## src/sv/hsv2rgb_pkg.sv

```systemverilog
// ============================================================================
// hsv2rgb_pkg - shared constants and helpers for the HSV to RGB converter
// Holds the field widths, the pipeline depth and the hue weighting function.
// ============================================================================
package hsv2rgb_pkg;

    // Default width of the saturation, value and color levels
    localparam int CHANNEL_BITS_DEF = 8;

    // Hue field: whole degrees, one full turn
    localparam int HUE_BITS   = 9;
    localparam int HUE_TURN   = 360;
    localparam int SECTOR_DEG = 60;

    // Hue weight k runs 0..60
    localparam int K_BITS = 6;

    // Red, green and blue lanes
    localparam int NUM_LANES = 3;

    // Register stages from input item to output register
    localparam int PIPE_STAGES = 8;

    // Phase offset of a lane in degrees: red 300, green 180, blue 60
    function automatic logic [HUE_BITS-1:0] lane_offset(input int lane);
        return HUE_BITS'(SECTOR_DEG * (5 - 2 * lane));
    endfunction

    // Reduce an angle of 0..511 degrees to 0..359
    function automatic logic [HUE_BITS-1:0] hue_wrap(input logic [HUE_BITS-1:0] hue);
        logic [HUE_BITS-1:0] res;
        res = hue;
        if (hue >= HUE_BITS'(HUE_TURN)) begin
            res = hue - HUE_BITS'(HUE_TURN);
        end
        return res;
    endfunction

    // Weight k = clamp(min(p, 240 - p), 0, 60) with p = (offset + hue) mod 360
    function automatic logic [K_BITS-1:0] hue_weight(
        input logic [HUE_BITS-1:0] hue,
        input logic [HUE_BITS-1:0] offset
    );
        logic [HUE_BITS:0] p;
        logic [K_BITS-1:0] k;
        p = {1'b0, hue} + {1'b0, offset};
        if (p >= (HUE_BITS+1)'(HUE_TURN)) begin
            p = p - (HUE_BITS+1)'(HUE_TURN);
        end
        if (p <= (HUE_BITS+1)'(SECTOR_DEG)) begin
            k = p[K_BITS-1:0];
        end else if (p <= (HUE_BITS+1)'(3 * SECTOR_DEG)) begin
            k = K_BITS'(SECTOR_DEG);
        end else if (p < (HUE_BITS+1)'(4 * SECTOR_DEG)) begin
            k = K_BITS'((HUE_BITS+1)'(4 * SECTOR_DEG) - p);
        end else begin
            k = '0;
        end
        return k;
    endfunction

endpackage

```

## src/sv/hsv_to_rgb_converter_core.sv

```systemverilog
// Throughput: one item per cycle while the output is not stalled; every stage
// holds one item, and the datapath has eight stages (hue weight, multiply,
// divide by full scale, divide by 60).
// A stalled output lets earlier stages keep filling until the pipe is full.
// Reset (aresetn low, synchronous) clears all stage valid bits; data is not reset.
// ============================================================================
// hsv_to_rgb_converter_core - streaming HSV to RGB converter
// Per lane: level = floor(V * (60*FULL - S*k) / (60*FULL)), k from the hue.
// ============================================================================
module hsv_to_rgb_converter_core #(
    parameter int CHANNEL_BITS = hsv2rgb_pkg::CHANNEL_BITS_DEF
) (
    input  logic aclk,
    input  logic aresetn,
    // s_tdata: hue_degrees, saturation_level, brightness_level (low bit up), zero pad
    input  logic                                                   s_tvalid,
    output logic                                                   s_tready,
    input  logic [((hsv2rgb_pkg::HUE_BITS+2*CHANNEL_BITS+7)/8)*8-1:0] s_tdata,
    // m_tdata: red_level, green_level, blue_level (low bit up), zero pad
    output logic                                                   m_tvalid,
    input  logic                                                   m_tready,
    output logic [((3*CHANNEL_BITS+7)/8)*8-1:0]                    m_tdata
);
    import hsv2rgb_pkg::*;

    localparam int CB     = CHANNEL_BITS;
    localparam int FULL   = 2**CB - 1;
    localparam int OUT_W  = ((3*CB+7)/8)*8;
    localparam int DW     = CB + 6;          // 60*FULL - S*k
    localparam int NW     = 2*CB + 6;        // V * diff
    localparam int QW     = CB + 6;          // quotient by FULL, at most 60*FULL
    localparam int XW     = QW - 2;          // quotient by 4
    localparam int SH     = XW + 4;          // reciprocal shift for divide by 15
    localparam int MW     = SH - 3;
    localparam int PW     = XW + MW;
    localparam int RECIP  = (2**SH + 14) / 15;

    localparam logic [DW-1:0] FULL_60   = DW'(60 * FULL);
    localparam logic [QW:0]   FULL_WIDE = (QW+1)'(FULL);
    localparam logic [MW-1:0] RECIP_C   = MW'(RECIP);

    // Stage handshake
    logic [PIPE_STAGES-1:0] valid_reg;
    logic [PIPE_STAGES:0]   stage_en;
    logic [PIPE_STAGES-1:0] valid_in;

    assign stage_en[PIPE_STAGES] = m_tready;

    // Each stage takes the valid bit of the one before it
    assign valid_in = {valid_reg[PIPE_STAGES-2:0], s_tvalid};

    genvar g;
    generate
        for (g = 0; g < PIPE_STAGES; g++) begin : g_ctrl
            // Advance a stage when it is empty or its successor advances
            assign stage_en[g]   = !valid_reg[g] || stage_en[g+1];

            always_ff @(posedge aclk) begin
                if (!aresetn) begin
                    valid_reg[g] <= 1'b0;
                end else if (stage_en[g]) begin
                    valid_reg[g] <= valid_in[g];
                end
            end
        end
    endgenerate

    assign s_tready = stage_en[0];
    assign m_tvalid = valid_reg[PIPE_STAGES-1];

    // Stage 1: unpack and wrap the hue
    logic [HUE_BITS-1:0] hue1_reg;
    logic [CB-1:0]       sat1_reg, val1_reg;

    always_ff @(posedge aclk) begin
        if (stage_en[0]) begin
            hue1_reg <= hue_wrap(s_tdata[HUE_BITS-1:0]);
            sat1_reg <= s_tdata[HUE_BITS+CB-1:HUE_BITS];
            val1_reg <= s_tdata[HUE_BITS+2*CB-1:HUE_BITS+CB];
        end
    end

    // Shared per-item payload for stages 2 and 3
    logic [CB-1:0] sat2_reg, val2_reg, val3_reg;

    always_ff @(posedge aclk) begin
        if (stage_en[1]) begin
            sat2_reg <= sat1_reg;
            val2_reg <= val1_reg;
        end
        if (stage_en[2]) begin
            val3_reg <= val2_reg;
        end
    end

    logic [CB-1:0] level [NUM_LANES];

    generate
        for (g = 0; g < NUM_LANES; g++) begin : g_lane
            logic [K_BITS-1:0] k2_reg;
            logic [DW-1:0]     diff3_reg;
            logic [NW-1:0]     num4_reg;
            logic [QW-1:0]     a5_reg;
            logic [QW:0]       t5_reg;
            logic [QW-1:0]     q6_reg;
            logic [PW-1:0]     prod7_reg;
            logic [CB-1:0]     level8_reg;

            logic [QW:0]   a_fold2, t_fold2, a_fold3, t_fold3, q_sum;
            logic [QW-1:0] q6_next;

            // Fold twice more and fix the last remainder to finish divide by FULL
            always_comb begin
                a_fold2 = (QW+1)'(t5_reg >> CB);
                t_fold2 = a_fold2 + (QW+1)'(t5_reg[CB-1:0]);
                a_fold3 = (QW+1)'(t_fold2 >> CB);
                t_fold3 = a_fold3 + (QW+1)'(t_fold2[CB-1:0]);
                q_sum   = {1'b0, a5_reg} + a_fold2 + a_fold3
                        + (QW+1)'(t_fold3 >= FULL_WIDE);
                q6_next = q_sum[QW-1:0];
            end

            always_ff @(posedge aclk) begin
                // Stage 2: hue weight of this lane
                if (stage_en[1]) begin
                    k2_reg <= hue_weight(hue1_reg, lane_offset(g));
                end
                // Stage 3: scaled saturation loss
                if (stage_en[2]) begin
                    diff3_reg <= FULL_60 - DW'(DW'(sat2_reg) * DW'(k2_reg));
                end
                // Stage 4: multiply by value
                if (stage_en[3]) begin
                    num4_reg <= NW'(val3_reg) * NW'(diff3_reg);
                end
                // Stage 5: first fold of divide by 2^CB - 1
                if (stage_en[4]) begin
                    a5_reg <= num4_reg[NW-1:CB];
                    t5_reg <= {1'b0, num4_reg[NW-1:CB]} + (QW+1)'(num4_reg[CB-1:0]);
                end
                // Stage 6: finish divide by FULL
                if (stage_en[5]) begin
                    q6_reg <= q6_next;
                end
                // Stage 7: drop two bits, multiply by reciprocal of 15
                if (stage_en[6]) begin
                    prod7_reg <= PW'(q6_reg[QW-1:2]) * PW'(RECIP_C);
                end
                // Stage 8: output register
                if (stage_en[7]) begin
                    level8_reg <= prod7_reg[SH+CB-1:SH];
                end
            end

            assign level[g] = level8_reg;
        end
    endgenerate

    assign m_tdata = OUT_W'({level[2], level[1], level[0]});

endmodule

```

## config.mk

```make
export PLATFORM = sky130hd
export DESIGN_NAME = hsv_to_rgb_converter_core
export DESIGN_NICKNAME = d
export VERILOG_FILES = /design/src/sv/hsv2rgb_pkg.sv /design/src/sv/hsv_to_rgb_converter_core.sv
export SDC_FILE = /design/constraint.sdc
export NUM_CORES = 2
export LEC_CHECK = 0
export BUFFER_PORTS_ARGS = -buffer_cell sky130_fd_sc_hd__buf_2
export CORE_AREA = 2 2 244 246
export CTS_CLUSTER_SIZE = 14
export DETAILED_ROUTE_END_ITERATION = 8
export DIE_AREA = 0 0 246 248
export PLACE_DENSITY = 0.75
export SYNTH_ARGS = -nofsm -noshare
export SYNTH_HDL_FRONTEND = slang
export SYNTH_SLANG_ARGS = --single-unit
```

## constraint.sdc

```tcl
create_clock -name aclk -period 6.29 [get_ports aclk]
set_input_delay 0.629 -clock aclk [delete_from_list [all_inputs] [get_ports aclk]]
set_output_delay 0.629 -clock aclk [all_outputs]
set_load 0.03 [all_outputs]
```

==> impl_metrics.env <==
export IMPL_synth_edf_count=346
export IMPL_clk_latency_ns=0.58
export IMPL_synth_flop_cell="edfxtp_1"
export IMPL_relSlewSlack=0.311
export IMPL_finalCritPeriodShare=0.908
export IMPL_hold_buffers=0
export IMPL_synth_seq_area_share=0.304
export IMPL_fp_dieH_um=248
export IMPL_cts_max_path_buffers=3
export IMPL_routedWlPerCell_um=15.3
export IMPL_via_per_inst=5.49
export IMPL_end_kind="flip-flop"
export IMPL_fin_util=0.638
export IMPL_cts_buffers=42
export IMPL_largest_register_ffs=66
export IMPL_start_util=0.594
export IMPL_drv_slew=0
export IMPL_numPlacedInstances=4060
export IMPL_rsz0062_at_grt="false"
export IMPL_avgSynthCellArea_um2=10.6
export IMPL_routed_via_count=22700
export IMPL_totalWireLength_um=63500
export IMPL_rows=89
export IMPL_yosys_area_top_type_share=0.299
export IMPL_status="finished, final reports clean"
export IMPL_fillers=4538
export IMPL_fin_ws_ns=0.578
export IMPL_cts_tree="built"
export IMPL_cap_violations=0
export IMPL_antenna_found_initial=0
export IMPL_grt_ovfl_total=0
export IMPL_stdcell_count=4137
export IMPL_core_area_um2=58500
export IMPL_syn_cell_area_um2=34700
export IMPL_gp_congestion=0.899
export IMPL_worstSetupStartpointType="flip-flop"
export IMPL_die_w_um=246
export IMPL_portBuffers=54
export IMPL_ys_types=90
export IMPL_setup_tns_ns=0
export IMPL_tightest_slew_ns=1.03
export IMPL_hpwl_um=50900
export IMPL_cp_arrival_ns=6.02
export IMPL_htree_num_levels=2
export IMPL_nets=4195
export IMPL_cp_required_ns=6.60
export IMPL_ys_top_cells_by_area="edfxtp_1 (30%), ha_1 (18%), fa_1 (18%)"
export IMPL_async_flop_share=0
export IMPL_grt_max_degree=88
export IMPL_ant_nets=0
export IMPL_drtPass1Iterations=5
export IMPL_grt_pass1_vias=24400
export IMPL_drtIter0Drc=972
export IMPL_skew_ns=0.0238
export IMPL_drive_gt1_frac=0.0541
export IMPL_hold_violations=0
export IMPL_cts_root_buf="clkbuf_16"
export IMPL_synth_seq_cells=354
export IMPL_fp_dieArea_um2=61000
export IMPL_grt_pass1_wl_um=112000
export IMPL_drc_errors=0
export IMPL_fmax_ghz=0.175
export IMPL_clk_pin_slew_ns=0.06
export IMPL_syn_to_final_growth_pct=7.38
export IMPL_synth_top_area_cell="edfxtp_1"
export IMPL_min_period_ns=5.71
export IMPL_io_pin_count=62
export IMPL_crit_fanout=28
export IMPL_clock_sinks=354
export IMPL_track_usage=0.220
export IMPL_preCtsSetupSlack_ns=0.502
export IMPL_hold_path_class="input pin to flip-flop"
export IMPL_antennaDiodeCount=0
export IMPL_synth_warnings=0
export IMPL_synthCells=3272
export IMPL_path_class="flip-flop to flip-flop"
export IMPL_synth_fp_nets=4136
export IMPL_setup_viol=0
## worst paths after layout
kind | depth (start not counted) | end | slack (ns) | from
setup / recovery | 18 | g_lane[2].num4_reg[21] | 0.58 | val3_reg[7]
setup reg to reg | 18 | g_lane[2].num4_reg[21] | 0.58 | val3_reg[7]
hold / removal | 1 | val1_reg[0] | 0.23 | s_tdata[17]
hold reg to reg | 0 | sat2_reg[2] | 0.42 | sat1_reg[2]
## per-layer routing
layer | global-route usage | routed length [um] | vias up
li1 | - | - | 11100
met1 | 0.264 | 26900 | 11000
met2 | 0.407 | 32400 | 456
met3 | 0.0303 | 2390 | 139
met4 | 0.0695 | 1760 | 0
met5 | 0 | 0 | -
## per-stage QoR
stage / instance area, um2 / hold WS [ns]
after floorplan: 34700 / 0.400
after global placement: 35800 / 0.401
after detailed placement: 35800 / 0.405
after CTS: 37300 / 0.199
after global routing: 37300 / 0.203
final: 37300 / 0.228
## timing repair
item                                    in CTS  in global routing
endpoints found under the setup margin       0                  2
setup buffers                                0                  0
resized for setup                            0                  2
## Yosys cell counts, types with 44 or more instances
cell / n
ha_1: 510
xnor2_1: 149
nand2_1: 308
a21oi_1: 116
inv_1: 505
xor2_1: 57
o21ai_0: 60
and2_1: 249
fa_1: 318
edfxtp_1: 346
nor2_1: 136
nor3_1: 44
## critical path: stages, from the launching register on
cell      delay, ns
edfxtp_1       0.74
buf_4          0.42
and2_1         0.20
fa_1           0.42
inv_1          0.09
fa_1           0.42
fa_1           0.46
fa_1           0.49
inv_1          0.04
ha_1           0.32
o21a_1         0.21
o21ai_0        0.21
a21oi_1        0.07
nor2_1         0.22
o21ai_0        0.20
o41ai_1        0.39
o21ai_0        0.20
o21ai_0        0.25
xnor2_1        0.10
## logic make-up after synthesis
family          share of synthesized area
fa+ha+maj                           0.367
mux                               0.00281
flops                               0.304
simple gates                        0.131
compound gates                     0.0796
xor+xnor                           0.0542
buf+inv                            0.0617
## area by class of cell
| class | instances | area [um2] | share of cell area |
|---|---|---|---|
| Clock buffer | 48 | 1090 | 0.0294 |
| Clock inverter | 29 | 329 | 0.00883 |
| Inverter | 508 | 1910 | 0.0512 |
| Multi-Input combinational cell | 2356 | 22000 | 0.591 |
| Sequential cell | 354 | 10600 | 0.283 |
| Tap cell | 773 | 967 | 0.0259 |
| Timing Repair Buffer | 69 | 395 | 0.0106 |
## placed cells by master (no fill, tap or decap), types with 6 or more instances in the layout
master	Yosys	routed
ha_1	510	510
fa_1	318	318
nand2_1	308	307
a21o_1	42	42
nand2b_1	19	19
nand4_1	8	8
nor2_1	136	136
a21boi_0	12	12
nand3_1	41	41
o21bai_1	17	17
nor3_1	44	44
or2_2	7	7
inv_1	505	503
xor2_1	57	57
or3_1	10	10
and2_1	249	249
a31oi_1	12	12
o21ai_0	60	60
xnor2_1	149	149
edfxtp_1	346	346
a21oi_1	116	116
nor2b_1	31	31
dfxtp_1	8	8
buf_2	5	54
o2111ai_1	9	9
o31a_1	10	10
o22ai_1	7	7
o21a_1	38	38
nor3b_1	6	6
clkinv_1	1	11
clkbuf_16	0	43
and3_1	26	26
bufinv_16	0	6
buf_4	1	14
Power is left out: the tool's default activity adds up to more than one toggle a clock period on the data nets, which glitch-free logic cannot reach.
